--- src/sv/sample_playback_resampler_assert.svh ---
// -----------------------------------------------------------------------------
// sample_playback_resampler_assert
// assertion macros shared by the resampler modules; they expect clk and rst_n
// in scope
// -----------------------------------------------------------------------------
`ifndef SAMPLE_PLAYBACK_RESAMPLER_ASSERT_SVH
`define SAMPLE_PLAYBACK_RESAMPLER_ASSERT_SVH

// same-cycle implication
`define SPR_ASSERT_IMPLY(label, ante, cons) \
  label: assert property (@(posedge clk) disable iff (!rst_n) (ante) |-> (cons)) \
    else $error("spr: same-cycle check failed");

// next-cycle implication
`define SPR_ASSERT_NEXT(label, ante, cons) \
  label: assert property (@(posedge clk) disable iff (!rst_n) (ante) |=> (cons)) \
    else $error("spr: next-cycle check failed");

`endif

--- src/sv/spr_pkg.sv ---
// -----------------------------------------------------------------------------
// spr_pkg
// types and constants of the sample playback resampler
// -----------------------------------------------------------------------------
package spr_pkg;

  localparam int unsigned SAMPLE_W   = 16;
  localparam int unsigned POS_W      = 14;
  localparam int unsigned FRAC_W     = 16;
  localparam int unsigned STEP_W     = 20;
  localparam int unsigned WADDR_W    = 13;
  localparam int unsigned CFG_IDX_W  = 3;
  localparam int unsigned CFG_DATA_W = 20;

  // phase step after reset is one source frame per output frame
  localparam logic [STEP_W-1:0] STEP_RESET = 20'h10000;

  // register indexes
  localparam logic [CFG_IDX_W-1:0] CFG_PLAY_ENABLE = 3'd0;
  localparam logic [CFG_IDX_W-1:0] CFG_STEREO_MODE = 3'd1;
  localparam logic [CFG_IDX_W-1:0] CFG_LOOP_ENABLE = 3'd2;
  localparam logic [CFG_IDX_W-1:0] CFG_PHASE_STEP  = 3'd3;
  localparam logic [CFG_IDX_W-1:0] CFG_FRAME_COUNT = 3'd4;

  // item modes
  typedef enum logic [1:0] {
    MODE_WRITE   = 2'd0,
    MODE_FRAME   = 2'd1,
    MODE_RESTART = 2'd2
  } spr_mode_t;

  typedef struct packed {
    logic [1:0]                 mode;
    logic [WADDR_W-1:0]         write_address;
    logic signed [SAMPLE_W-1:0] write_data;
  } spr_in_t;

  typedef struct packed {
    logic signed [SAMPLE_W-1:0] left_sample;
    logic signed [SAMPLE_W-1:0] right_sample;
    logic                       wrapped;
    logic                       ended;
  } spr_out_t;

  typedef struct packed {
    logic              play_enable;
    logic              stereo_mode;
    logic              loop_enable;
    logic [STEP_W-1:0] phase_step;
    logic [POS_W-1:0]  frame_count;
  } spr_cfg_t;

  // per-frame control carried from the phase unit to the result stage
  typedef struct packed {
    logic play;
    logic stereo;
    logic wrapped;
    logic ended;
  } spr_frame_t;

endpackage

--- src/sv/spr_phase.sv ---
// -----------------------------------------------------------------------------
// spr_phase
// phase accumulator, end-of-sample handling and read address generation
// -----------------------------------------------------------------------------
`include "sample_playback_resampler_assert.svh"

module spr_phase #(
  parameter int unsigned SAMPLE_WORDS = 8192,
  localparam int unsigned AW = $clog2(SAMPLE_WORDS)
) (
  input  logic                clk,
  input  logic                rst_n,
  input  spr_pkg::spr_cfg_t   cfg,
  input  logic                frame_go,
  input  logic                restart_go,
  output spr_pkg::spr_frame_t frame,
  output logic [AW-1:0]       rd_addr_a,
  output logic [AW-1:0]       rd_addr_b
);

  localparam int unsigned SUM_W = spr_pkg::STEP_W + 1;
  localparam int unsigned CARRY_W = SUM_W - spr_pkg::FRAC_W;
  localparam int unsigned LIN_W = spr_pkg::POS_W + 1;
  localparam int unsigned EW = (AW > LIN_W) ? AW : LIN_W;

  logic [spr_pkg::POS_W-1:0]  pos_r, pos_nxt;
  logic [spr_pkg::FRAC_W-1:0] frac_r, frac_nxt;
  logic                       stopped_r, stopped_nxt;

  logic [SUM_W-1:0]          sum;
  logic [LIN_W-1:0]          pos_adv;
  logic                      at_end;
  logic                      advance;
  logic [spr_pkg::POS_W-1:0] play_pos;
  logic [LIN_W-1:0]          lin_a;
  logic [LIN_W-1:0]          lin_b;
  logic [EW-1:0]             ext_a;
  logic [EW-1:0]             ext_b;

  // fraction add, carry into position, end compare
  assign sum = SUM_W'(frac_r) + SUM_W'(cfg.phase_step);
  assign pos_adv = LIN_W'(pos_r) + LIN_W'(sum[SUM_W-1 -: CARRY_W]);
  assign at_end = (pos_adv >= LIN_W'(cfg.frame_count));
  assign play_pos = at_end ? '0 : pos_adv[spr_pkg::POS_W-1:0];

  // frame decision
  always_comb begin
    frame = '0;
    frame.stereo = cfg.stereo_mode;
    advance = 1'b0;
    priority if (!cfg.play_enable) begin
      frame.ended = stopped_r;
    end else if (stopped_r) begin
      frame.ended = 1'b1;
    end else if (at_end && !cfg.loop_enable) begin
      frame.ended = 1'b1;
    end else begin
      frame.play = 1'b1;
      frame.wrapped = at_end;
      advance = 1'b1;
    end
  end

  // state next value
  always_comb begin
    pos_nxt = pos_r;
    frac_nxt = frac_r;
    stopped_nxt = stopped_r;
    priority if (restart_go) begin
      pos_nxt = '0;
      frac_nxt = '0;
      stopped_nxt = 1'b0;
    end else if (frame_go) begin
      if (advance) begin
        pos_nxt = play_pos;
        frac_nxt = sum[spr_pkg::FRAC_W-1:0];
      end else if (cfg.play_enable && !stopped_r) begin
        stopped_nxt = 1'b1;
      end
    end
  end

  always_ff @(posedge clk) begin
    if (!rst_n) begin
      pos_r <= '0;
      frac_r <= '0;
      stopped_r <= 1'b0;
    end else begin
      pos_r <= pos_nxt;
      frac_r <= frac_nxt;
      stopped_r <= stopped_nxt;
    end
  end

  // word addresses, taken modulo the memory depth
  assign lin_a = cfg.stereo_mode ? {play_pos, 1'b0} : {1'b0, play_pos};
  assign lin_b = {play_pos, 1'b1};
  assign ext_a = EW'(lin_a);
  assign ext_b = EW'(lin_b);
  assign rd_addr_a = ext_a[AW-1:0];
  assign rd_addr_b = ext_b[AW-1:0];

  `SPR_ASSERT_NEXT(a_restart_clears, restart_go, pos_r == '0 && frac_r == '0 && !stopped_r)
  `SPR_ASSERT_NEXT(a_idle_holds_pos, !frame_go && !restart_go, $stable(pos_r) && $stable(frac_r))

endmodule

--- config.mk ---
export PLATFORM = sky130hd
export DESIGN_NAME = spr_phase
export DESIGN_NICKNAME = d
export VERILOG_FILES = /design/src/sv/spr_pkg.sv /design/src/sv/spr_phase.sv
export VERILOG_INCLUDE_DIRS = /design/src /design/src/sv
export SDC_FILE = /design/constraint.sdc
export NUM_CORES = 1
export LEC_CHECK = 0
export BUFFER_PORTS_ARGS = -buffer_cell sky130_fd_sc_hd__buf_2
export CELL_PAD_IN_SITES_DETAIL_PLACEMENT = 1
export CELL_PAD_IN_SITES_GLOBAL_PLACEMENT = 1
export CORE_MARGIN = 10
export CORE_UTILIZATION = 41
export CTS_BUF_LIST = sky130_fd_sc_hd__clkbuf_2 sky130_fd_sc_hd__clkbuf_4 sky130_fd_sc_hd__clkbuf_8
export DETAILED_ROUTE_END_ITERATION = 10
export GPL_ROUTABILITY_DRIVEN = 0
export PLACE_DENSITY = 0.83
export SLEW_MARGIN = 5
export SYNTH_ARGS = -nofsm -noshare
export SYNTH_HDL_FRONTEND = slang
export SYNTH_SLANG_ARGS = --single-unit
--- constraint.sdc ---
create_clock -name clk -period 11.3 [get_ports clk]
set_clock_uncertainty 0.2 [all_clocks]
set_input_delay 2.26 -clock clk [delete_from_list [all_inputs] [get_ports clk]]
set_output_delay 2.26 -clock clk [all_outputs]
set_load 0.02 [all_outputs]
==> Yosys cells after proc, flatten, opt, wreduce, memory -nomap -nowiden <==
Index checks and enable logic that the tools add are counted.
{ "word_totals": {"regBits": 31, "in_bits": 41, "elab_cells": 26} }
{ "op_classes": {"n_addsub": 2, "magnitude_cmp": 1, "mux": 11, "bitwise_logic": 2, "reduce_logical": 7} }
{ "op_table": {"columns": ["cell", "count"], "rows": [
  ["$add A16 B20 Y21", 1],
  ["$add A14 B5 Y15", 1],
  ["$ge A15 B14 Y1", 1],
  ["$mux W14", 1],
  ["$mux W13", 1],
  ["$mux W1", 9],
  ["$reduce_and A3 Y1", 1],
  ["$logic_and A1 B1 Y1", 2],
  ["$logic_not A1 Y1", 2],
  ["$not A1 Y1", 2],
  ["$reduce_and A2 Y1", 1],
  ["$reduce_or A2 Y1", 1]
]} }

==> Logic depth before layout (Yosys ltp) <==
Gate-level depths: netlist of the first run.
{ "depth": {"ltp_word": 9, "ltp_mapped": 28, "mapped_depth_nobuf": 26} }

==> Worst setup path after synthesis of the first run <==
Ideal clock, no wire load.
{ "synth_path": {"kind": "input-to-output", "startpoint": "input port cfg[14] (netlist name)", "endpoint": "output port rd_addr_a[10]", "t_arrival_ns": 7.529, "required_time_ns": 8.840, "setup_slack_ns": 1.311, "path_stages": 26, "path_buffers": 1, "path_cell_list": "ha_1 -> fa_1 -> a21o_1 -> a221oi_2 -> a311o_1 -> a21oi_1 -> o31a_1 -> nor2_1 -> xnor2_1 -> ha_1 -> inv_1 -> fa_1 -> nor2b_1 -> o31a_1 -> or2_2 -> nand2_1 -> xor2_1 -> inv_1 -> ha_1 -> and4_1 -> o21ai_1 -> o221ai_2 -> a221oi_4 -> nand3_2 -> clkbuf_1 -> a211oi_1"} }
{ "synth_via": {"elab_chain_cells": 5} }
{ "synth_rtl": {"columns": ["element", "line_no", "source"], "rows": [
  ["start: declaration", "spr_phase.sv:13", "input spr_pkg::spr_cfg_t cfg,"],
  ["$add A16 B20 Y21 (*)", "spr_phase.sv:41", "assign sum = SUM_W'(frac_r) + SUM_W'(cfg.phase_step);"],
  ["$add A14 B5 Y15 (*)", "spr_phase.sv:42", "assign pos_adv = LIN_W'(pos_r) + LIN_W'(sum[SUM_W-1 -: CARRY_W]);"],
  ["$ge A15 B14 Y1", "spr_phase.sv:43", "assign at_end = (pos_adv >= LIN_W'(cfg.frame_count));"],
  ["$mux W14 (*)", "spr_phase.sv:44", "assign play_pos = at_end ? '0 : pos_adv[spr_pkg::POS_W-1:0];"],
  ["$mux W13 (*)", "spr_phase.sv:96", "assign lin_a = cfg.stereo_mode ? {play_pos, 1'b0} : {1'b0, play_pos};"],
  ["end: declaration", "spr_phase.sv:17", "output logic [AW-1:0] rd_addr_a,"]
]} }
Every way passes the cells marked *; elsewhere a longest branch is shown, timed or not.

==> results.md, run 1 <==
* Outcome: completed
* Vias per std cell at 5.57
* TritonRoute pass-1 iters at 4
* Hold depth at 2
* Vias in the first global route at 3413
* WL per Instance at 16.4 um
* FF+latch count, synth at 31
* Starting Density at 0.425
* Mapped Cells at 414
* Pwr dens at 79.2 nW/um^2
* H-tree depth at 2
* Die Width at 107 um
* Clock transition at path regs at 0.06 ns
* Syn nets at 492
* GRT Resource Usage Total at 0.159
* # port buffers at 69
* Area contributors post-synth: dfxtp_1 20%, ha_1 14%, a21oi_1 8.5%
* # DRC at 0
* Detailed Route WL at 9170 um
* Fmax at 92.4 MHz
* Register area share after synthesis at 0.199
* Synth area leader: dfxtp_1
* Grt total ovfl at 0
* Met2 GRT Util at 0.295
* P_leak at 1.69 nW
* Fin Hold WS at 0.279 ns
* Fin crit share at 0.958
* FFs w/ async S/R, synth at 0
* Hold Path Class: reg -> reg
* Grt peak-use layer: met2
* Net count, final at 537
* Post-synth cell types at 52
* I/O pin count at 71
* Post-DP HPWL at 7140 um
* Largest net degree at the start of global routing at 33
* Yosys warns at 0
* Antenna diodes at 0
* Die Ht at 107 um
* Syn avg cell area at 7.53 sq um
* Initial antenna violation count at 0
* Crit-path max FO at 20
* M3 GR Usage at 0.0419
* Post-synth EDFFs at 0
* Yosys top cell area share at 0.199
* Max VDD drop at 0.0545 mV
* Startpoint Class: input port
* # setup viols final at 0
* RSZ-0062 raised after global routing: false
* Core Box Area at 7330 sq um
* Clock tree buffer depth at 2
* Hold_buf cts at 0
* ANT nets after route at 0
* Clock sink count at 31
* Max-cap violation count at 0
* Max-slew violations at 0
* Postcts setup bufs at 0
* Cells on worst reg2reg path at 26
* Final Hold Viols at 0
* Post-CTS sizing at 0
* CP arrival at 8.36 ns
* Top_reg_cell synth: dfxtp_1
* CP endpoint kind: output port
* Setup slack, reg-to-reg at 4.52 ns
* Area Growth Syn to Fin at 13.1%
* Die area at 11500 sq um
* Number of cell rows at 31
* DR vias at 3107
* # fillers at 978
* Worst endpoint required time at 8.84 ns
* Mapped Area at 3120 sq um
* DRT iter0 DRCs at 105
* GRT met1 Usage at 0.178
* Layout cells sized above 1 at 0.198
* First-pass GRT wire length at 15700 um
* Tightest Pin Transition at 0.898 ns
* Root Buffer Master: clkbuf_8
* Tmin final at 10.82 ns
* Setup TNS at 0 ns
* CTS buffer count at 5
* TritonCTS clock tree: built
* Classification of the worst setup path: in -> out
* Slew margin rel. at 0.400
* Worst-Skew Late Latency at 0.28 ns
==> layout make-up <==
cell class                 instances  area (sq um)  share of cell area
inverter                          29           109              0.0309
timing repair buffer              73           375               0.107
multi-input combinational        319          2210               0.626
clock inverter                     1          5.00             0.00142
sequential                        31           621               0.176
clock buffer                       6          82.6              0.0234
tap                               99           124              0.0352
==> per-layer routing <==
layer | wire (um) | vias up
met5 | 0 | -
met4 | 77 | 0
li1 | - | 1557
met2 | 4580 | 71
met1 | 3940 | 1470
met3 | 561 | 9
==> synth_stat cells (all sizes together) (2+ instances only) <==
| master | count |
|---|---|
| a21oi | 53 |
| o21ai | 35 |
| a211oi | 10 |
| nor3 | 2 |
| clkbuf | 15 |
| inv | 29 |
| nand2b | 3 |
| nor2b | 3 |
| xnor2 | 17 |
| and3 | 3 |
| nor2 | 34 |
| or2 | 2 |
| nand3 | 29 |
| a21o | 9 |
| dfxtp | 31 |
| a311oi | 4 |
| mux2i | 3 |
| o31a | 2 |
| ha | 35 |
| o21bai | 2 |
| o41ai | 2 |
| fa | 2 |
| xor2 | 12 |
| o21a | 4 |
| buf | 20 |
| and2 | 6 |
| nand2 | 15 |
| and4 | 2 |
| a221oi | 2 |
| o211ai | 5 |
| a31oi | 5 |
| nand4 | 6 |
==> placed cells by master, fill, tap and decap left out, types with 5 or more instances in the layout <==
master / n
buf_2: 69
a21oi_1: 53
ha_1: 35
nor2_1: 34
o21ai_0: 34
dfxtp_1: 31
inv_1: 29
nand3_1: 28
xnor2_1: 17
nand2_1: 15
xor2_1: 12
a21o_1: 9
a211oi_1: 9
and2_1: 6
clkbuf_8: 6
nand4_1: 5
o211ai_1: 5
==> worst paths after layout <==
check / from / endpoint
min reg2reg: frac_r[14] / frac_r[14]
max: cfg[14] / frame[3]
min: frac_r[14] / frac_r[14]
max reg2reg: frac_r[0] / pos_r[9]
==> flip-flops by register name (all words and copies together) (netlist names) <==
signal / flops
pos_r: 14
stopped_r: 1
frac_r: 16
==> critical path, cell delays in order <==
cell	delay, ns
buf_2	0.10
ha_1	0.23
fa_1	0.42
a21o_1	0.20
a221oi_2	0.40
a311o_1	0.30
a21oi_1	0.09
o31a_1	0.31
nor2_1	0.18
xnor2_1	0.17
ha_1	0.24
inv_1	0.07
fa_1	0.40
nor2b_1	0.19
o31a_1	0.20
or2_2	0.16
nand2_1	0.07
xor2_1	0.26
inv_1	0.13
ha_1	0.32
and4_1	0.15
o21ai_1	0.10
o221ai_2	0.15
a221oi_4	0.40
a31o_2	0.50
and2_1	0.19
buf_2	0.16
==> power breakdown <==
part / internal [mW] / total (mW) / switching [mW]
logic: 0.0307 / 0.0767 / 0.0460
clock network: 0.0478 / 0.0900 / 0.0422
registers: 0.111 / 0.112 / 0.00109
==> metrics by stage <==
stage,cells,setup WS [ns],utilization,power [mW],instance area (sq um)
finish,558,0.479,0.481,0.279,3520
global route,558,0.0286,0.481,0.296,3520
global placement,551,0.848,0.468,0.189,3430
floorplan,414,1.31,-,0.170,3120
detailed placement,551,0.386,0.468,0.191,3430
CTS,558,0.392,0.480,0.283,3520
==> logic make-up after synthesis <==
| family | after synthesis | synth area share |
|---|---|---|
| fa+ha+maj | 37 | 0.153 |
| mux | 3 | 0.00964 |
| xor+xnor | 29 | 0.0815 |
| simple gates | 109 | 0.176 |
| compound gates | 140 | 0.282 |
| buf+inv | 64 | 0.0968 |
| other cells | 1 | 0.00120 |
| flops | 31 | 0.199 |
Power figures use the tool's default switching activity.
==> inputs of run 2 (changes only) <==
- RECOVER_POWER: not set -> 100
==> run 2 against run 1 <==
Cell count is the same. Sequential power about the same. Utilization fell by 0.50 points. Clock power hardly changed. Final area fell by 1.0%. Count of clock-buffer cells in the layout stayed put. Worst hold slack lost 0.0030 ns. Critical path depth unchanged. Sequential share of layout area is 0.18 points higher. Critical endpoint unchanged. Largest power group unchanged.
==> results.md, run 2 (synthesis gave the netlist of run 1 again) <==
* Antenna diodes at 0 (unchanged)
* Slew margin rel. at 0.214 (-0.186)
* Most common cell after layout, fill and taps aside: a21oi_1
* Layout cells sized above 1 at 0.148 (-0.0501)
* TritonCTS clock tree: built
* CTS buffer count at 5 (unchanged)
* Outcome: completed
* Top reg by flops: frac_r
* Post-DP HPWL at 7140 um (unchanged)
* Worst endpoint required time at 8.84 ns (about the same)
* Final core occ at 0.476 (-0.00495)
* Net count, final at 537 (unchanged)
* Tmin final at 10.82 ns (-0.0000640 ns)
* Core Box Area at 7330 sq um (unchanged)
* RSZ-0062 raised after global routing: false
* Vias per std cell at 5.59 (+0.32%)
* # fillers at 984 (+0.61%)
* Fin crit share at 0.958 (about the same)
* Largest registers: frac_r: 16 flops, pos_r: 14 flops, stopped_r: 1 flops
* H-tree depth at 2 (unchanged)
* P_leak at 1.61 nW (-5.2%)
* I/O pin count at 71 (unchanged)
* Crit-path max FO at 20 (unchanged)
* Grt total ovfl at 0 (unchanged)
* Detailed Route WL at 9230 um (+0.71%)
* Setup TNS at 0 ns (unchanged)
* Vias in the first global route at 3413 (unchanged)
* Clock tree buffer depth at 2 (unchanged)
* Hold Path Class: reg -> reg
* # DRC at 0 (unchanged)
* Worst-Skew Late Latency at 0.28 ns (about the same)
* DR vias at 3117 (+0.32%)
* DRT iter0 DRCs at 98 (-6.7%)
* Max-cap violation count at 0 (unchanged)
* ANT nets after route at 0 (unchanged)
* Die Ht at 107 um (unchanged)
* TritonRoute pass-1 iters at 4 (unchanged)
* Most frequent cells in the layout: 53 x a21oi_1, 44 x buf_2, 35 x o21ai_0, 35 x ha_1, 34 x nor2_1
* First-pass GRT wire length at 15700 um (unchanged)
* Largest net degree at the start of global routing at 33 (unchanged)
* Max-slew violations at 0 (unchanged)
* Tightest Pin Transition at 1.18 ns (+0.281 ns)
* # port buffers at 69 (unchanged)
* Starting Density at 0.425 (unchanged)
* Fmax at 92.4 MHz (about the same)
* WL per Instance at 16.5 um (+0.71%)
* Root Buffer Master: clkbuf_8
* Die Width at 107 um (unchanged)
* # setup viols final at 0 (unchanged)
* Startpoint Class: input port
* Classification of the worst setup path: in -> out
* Clock transition at path regs at 0.06 ns (about the same)
* Number of flip-flops under the largest register name at 16 (unchanged)
* CP endpoint kind: output port
* Max VDD drop at 0.0547 mV (+0.28%)
* Die area at 11500 sq um (unchanged)
* Final Hold Viols at 0 (unchanged)
* Clock sink count at 31 (unchanged)
* Initial antenna violation count at 0 (unchanged)
* Pwr dens at 79.8 nW/um^2 (+0.74%)
* CP arrival at 8.36 ns (about the same)
* Number of cell rows at 31 (unchanged)
* Area Growth Syn to Fin at 11.9%
* Hold_buf cts at 0 (unchanged)
* GRT Resource Usage Total at 0.159 (unchanged)
run 2: cell types whose count changed in the layout (fill, tap and decap cells not counted), moves of 3 or more:
cell      previous run  this run
clkbuf_1             0        22
buf_2               69        44
and2_0               0         3
clkbuf_2             0         4
and2_1               6         3
run 2: metrics by stage:
step	hold slack (ns)	worst slack [ns]	cells	area (sq um)	power [mW]
after CTS	0.281	0.392	558	3520	0.283
final	0.276	0.479	558	3490	0.278
after detailed placement	0.272	0.386	551	3430	0.191
after global routing	0.305	0.0141	558	3490	0.295
after global placement	0.261	0.848	551	3430	0.189
after floorplan	0.253	1.31	414	3120	0.170
run 2: power by group:
group          switching (mW)  internal, mW  total [mW]
Clock                  0.0422        0.0478      0.0900
Combinational          0.0462        0.0297      0.0759
Sequential            0.00110         0.111       0.112
run 2: final timing paths:
kind,startpoint,endpoint,slack (ns),depth (start not counted)
worst max-delay path,cfg[14],frame[3],0.48,27
worst min-delay path,frac_r[14],frac_r[14],0.28,2
worst max register to register,frac_r[0],pos_r[9],4.12,27
worst min register to register,frac_r[14],frac_r[14],0.28,2
run 2: timing repair:
| item | CTS | global route |
|---|---|---|
| setup endpoints to repair | 0 | 8 |
| gates resized for setup | 0 | 1 |
| setup buffers | 0 | 0 |
run 2: final cells by class:
type                    instances  area [sq um]  share of cell area
multi-input cells             319          2200               0.631
flip-flops and latches         31           621               0.178
repair buffers                 73           345              0.0990
well taps                      99           124              0.0355
inverters                      29           109              0.0312
clock buffers                   6          82.6              0.0237
clock inverters                 1          5.00             0.00144
run 2: worst max-delay path, stage by stage:
cell	delay, ns
buf_2	0.10
ha_1	0.24
fa_1	0.42
a21o_1	0.20
a221oi_2	0.40
a311o_1	0.30
a21oi_1	0.09
o31a_1	0.31
nor2_1	0.18
xnor2_1	0.17
ha_1	0.24
inv_1	0.07
fa_1	0.40
nor2b_1	0.19
o31a_1	0.20
or2_2	0.16
nand2_1	0.07
xor2_1	0.26
inv_1	0.13
ha_1	0.32
and4_1	0.15
o21ai_0	0.10
o221ai_2	0.17
a221oi_4	0.39
a31o_2	0.50
and2_0	0.19
buf_2	0.16
run 2: routing by layer:
metal  vias to the layer above  share of wire  track usage
met5                         -              0            0
li1                       1555              -            -
met4                         0         0.0089       0.0319
met3                        11          0.062       0.0419
met1                      1481           0.43        0.178
met2                        70           0.50        0.295
==> inputs of run 3 (changes only) <==
- ABC_AREA: not set -> 1
- CORE_UTILIZATION: 41 -> 39
- PLACE_DENSITY: 0.83 -> 0.81
- clock period: 11.3 -> 10.5 ns (I/O delays scaled with it)
==> run 3 against run 2 <==
The run now ends with max-capacitance violations, max-slew violations left. Synthesized cell count grew 37%. Critical path depth grew 7. Sequential cell count is the same. Utilization shrank 3.6 points. Sequential share of layout area shrank 1.5 points. Wire length rose by 15%. Sequential power up 12%. Worst setup slack improved by 0.62 ns. Register-to-register slack got worse by 0.40 ns. Global-route usage up 0.36 points. Cell count is 30% higher. Critical path type unchanged. Critical endpoint is now frame[0]. Largest cell class unchanged. Highest routed layer unchanged.
==> results.md, run 3 <==
* Max VDD drop at 0.0574 mV (+5.0%)
* Worst-Skew Late Latency at 0.29 ns (about the same)
* Largest registers: frac_r: 16 flops, pos_r: 14 flops, stopped_r: 1 flops
* # setup viols final at 0 (unchanged)
* Multi-input gate area at 2230 sq um (+1.4%)
* Root Buffer Master: clkbuf_8
* GRT Resource Usage Total at 0.163 (+0.00363)
* Post-synth EDFFs at 0 (unchanged)
* Syn nets at 645 (+31%)
* Vias per std cell at 5.03 (-10%)
* Hold_buf cts at 0 (unchanged)
* CP arrival at 7.10 ns (-1.26 ns)
* Reg-to-reg startpoint: frac_r[3]
* Critical path depth in cells at 34 (+26%)
* Post-DP HPWL at 8650 um (+21%)
* Die area at 13100 sq um (+14%)
* RSZ-0062 raised after global routing: false
* ANT nets after route at 0 (unchanged)
* Routed met3 length at 444 um (-22%)
* Yosys warns at 0 (unchanged)
* Most used cell along the critical path: nand2_1
* Top cells by count, synth: 138 x nand2_1, 92 x inv_1, 77 x nor2_1
* Mapped Area at 3460 sq um (+11%)
* First-pass GRT wire length at 18000 um (+14%)
* Final Hold Viols at 0 (unchanged)
* CTS buffer count at 5 (unchanged)
* Post-route setup slack at 1.10 ns (+0.622 ns)
* Worst endpoint required time at 8.20 ns (-0.64 ns)
* Critical Path End: frame[0]
* Hold Path Class: reg -> reg
* Number of cell rows at 34 (+9.7%)
* WL per Instance at 14.6 um (-11%)
* FFs w/ async S/R, synth at 0 (unchanged)
* Mapped Cells at 567 (+37%)
* Max-slew violations at 43 (+43)
* Tmin final at 9.40 ns
* Outcome: finished with violations
* Slowest-stage cell, CP: fa_1
* Initial antenna violation count at 0 (unchanged)
* Register area share after synthesis at 0.179 (-0.0201)
* # DRC at 0 (unchanged)
* Tightest Pin Transition at 1.65 ns (+0.473 ns)
* Yosys top cell area share at 0.179 (-0.0201)
* # fillers at 1262 (+28%)
* I/O pin count at 71 (unchanged)
* Reg area at 621 sq um (unchanged)
* Clock sink count at 31 (unchanged)
* Start point of the critical path: cfg[17]
* Net count, final at 692 (+29%)
* Fmax at 106 MHz
* Top_reg_cell synth: dfxtp_1
* Vias in the first global route at 3880 (+14%)
* # port buffers at 69 (unchanged)
* Worst R2R End: pos_r[4]
* Synth area leader: dfxtp_1
* Classification of the worst setup path: in -> out
* Fin crit share at 0.895
* CP endpoint kind: output port
* Total Power at 373 uW (+34%)
* Top reg by flops: frac_r
* Slew margin rel. at -0.105 (-0.319)
* Area Growth Syn to Fin at 10.0%
* P_leak at 2.06 nW (+28%)
* M1 wire length at 4730 um (+19%)
* Core Box Area at 8680 sq um (+18%)
* Postcts setup bufs at 0 (unchanged)
* Setup TNS at 0 ns (unchanged)
* Clock tree buffer depth at 2 (unchanged)
* Die Width at 114 um (+6.6%)
* DRT iter0 DRCs at 133 (+36%)
* Antenna diodes at 0 (unchanged)
* CP top delay family: simple AND/OR/NAND/NOR gates
* Syn avg cell area at 6.11 sq um (-19%)
* Most common cell after layout, fill and taps aside: nand2_1
* Buffers and inverters on the worst path at 7 (+3)
* Number of flip-flops under the largest register name at 16 (unchanged)
* Layout cells sized above 1 at 0.106 (-0.0425)
* Worst path max stage delay at 0.40 ns (-0.10 ns)
* Clock transition at path regs at 0.08 ns (+0.02 ns)
* Grt total ovfl at 0 (unchanged)
* Pwr dens at 97.9 nW/um^2 (+23%)
* Largest net degree at the start of global routing at 43 (+30%)
* TritonCTS clock tree: built
* Startpoint Class: input port
* Cells on worst reg2reg path at 35 (+30%)
* Top-count cell post-synth: nand2_1
* TritonRoute pass-1 iters at 4 (unchanged)
* Crit-path max FO at 21 (+5.0%)
* Post-synth cell types at 35 (-33%)
* Max-cap violation count at 1 (+1)
* Post-CTS sizing at 0 (unchanged)
* DR vias at 3635 (+17%)
* Setup slack, reg-to-reg at 3.72 ns (-0.40 ns)
* Top routing layer used: met4
* Met2 wire length at 5220 um (+13%)
* Detailed Route WL at 10600 um (+15%)
* Dpl ws at 1.18 ns (+0.793 ns)
* Starting Density at 0.399 (-0.0258)
* Area contributors post-synth: dfxtp_1 18%, nand2_1 15%, ha_1 13%
* Die Ht at 114 um (+6.6%)
* Most frequent cells in the layout: 138 x nand2_1, 92 x inv_1, 77 x nor2_1
* FF+latch count, synth at 31 (unchanged)
* Failing checks: max-capacitance violations, max-slew violations
* H-tree depth at 2 (unchanged)
-- run 3: changes by cell type in the layout (fill, tap and decap cells not counted), sizes merged, moves of 5 or more --
cell    previous run  this run
o21ai             35        27
and2               6         0
nand2             15       142
inv               29        94
nor2              34        79
clkinv             1         7
a21o               9         1
o211ai             5         0
a211oi            10         1
nand4              6        25
a21oi             53        31
-- run 3: worst min-delay path by stage --
stage | cells after the start | to | slack, ns | from
5_1_grt | 4 | pos_r[3] | 0.36 | pos_r[3]
2_1_floorplan | 4 | frac_r[10] | 0.29 | frac_r[10]
4_1_cts | 4 | frac_r[3] | 0.33 | frac_r[3]
3_3_place_gp | 4 | frac_r[3] | 0.30 | frac_r[3]
6_report | 4 | frac_r[2] | 0.32 | frac_r[2]
3_5_place_dp | 4 | frac_r[3] | 0.32 | frac_r[3]
-- run 3: kinds of logic (layout without fill, tap and decap cells) --
family / count (synthesis) / after routing / synth area share
AO/OA/AOI/OAI: 63 / 63 / 0.0953
XOR/XNOR: 25 / 25 / 0.0632
adder cells (fa/ha/maj): 37 / 37 / 0.138
buffers and inverters: 132 / 180 / 0.172
flip-flops: 31 / 31 / 0.179
other: 1 / 1 / 0.00108
AND/OR/NAND/NOR: 278 / 278 / 0.351
-- run 3: report_power, final --
part	total, mW	internal (mW)	switching (mW)	leakage, nW
clock network	0.128	0.0769	0.0510	0.0612
logic	0.121	0.0414	0.0793	1.74
registers	0.125	0.122	0.00295	0.252
-- run 3: metrics by stage --
stage	instances	utilization	area, sq um	hold WS, ns
final	723	0.439	3810	0.322
after global routing	723	0.439	3810	0.361
after CTS	723	0.445	3860	0.329
after detailed placement	715	0.432	3750	0.316
after global placement	715	0.432	3750	0.297
after floorplan	567	-	3460	0.290
-- run 3: area by class of cell --
cell class              count  area share
multi-input cells         404       0.585
repair buffers             71      0.0857
inverters                 101      0.0998
flip-flops and latches     31       0.163
clock buffers               6      0.0217
clock inverters             2     0.00919
well taps                 108      0.0354
-- run 3: metal layers --
metal  global-route usage  vias up
li1                     -     1855
met1                0.188     1699
met2                0.294       62
met3               0.0330       19
met4               0.0485        0
met5                    0        -
-- run 3: tightest hold or removal path, stage by stage, from the launching register on --
cell and delay (ns):
dfxtp_1 0.32, inv_1 0.05, nand2_1 0.04, inv_1 0.04, nor2_1 0.03
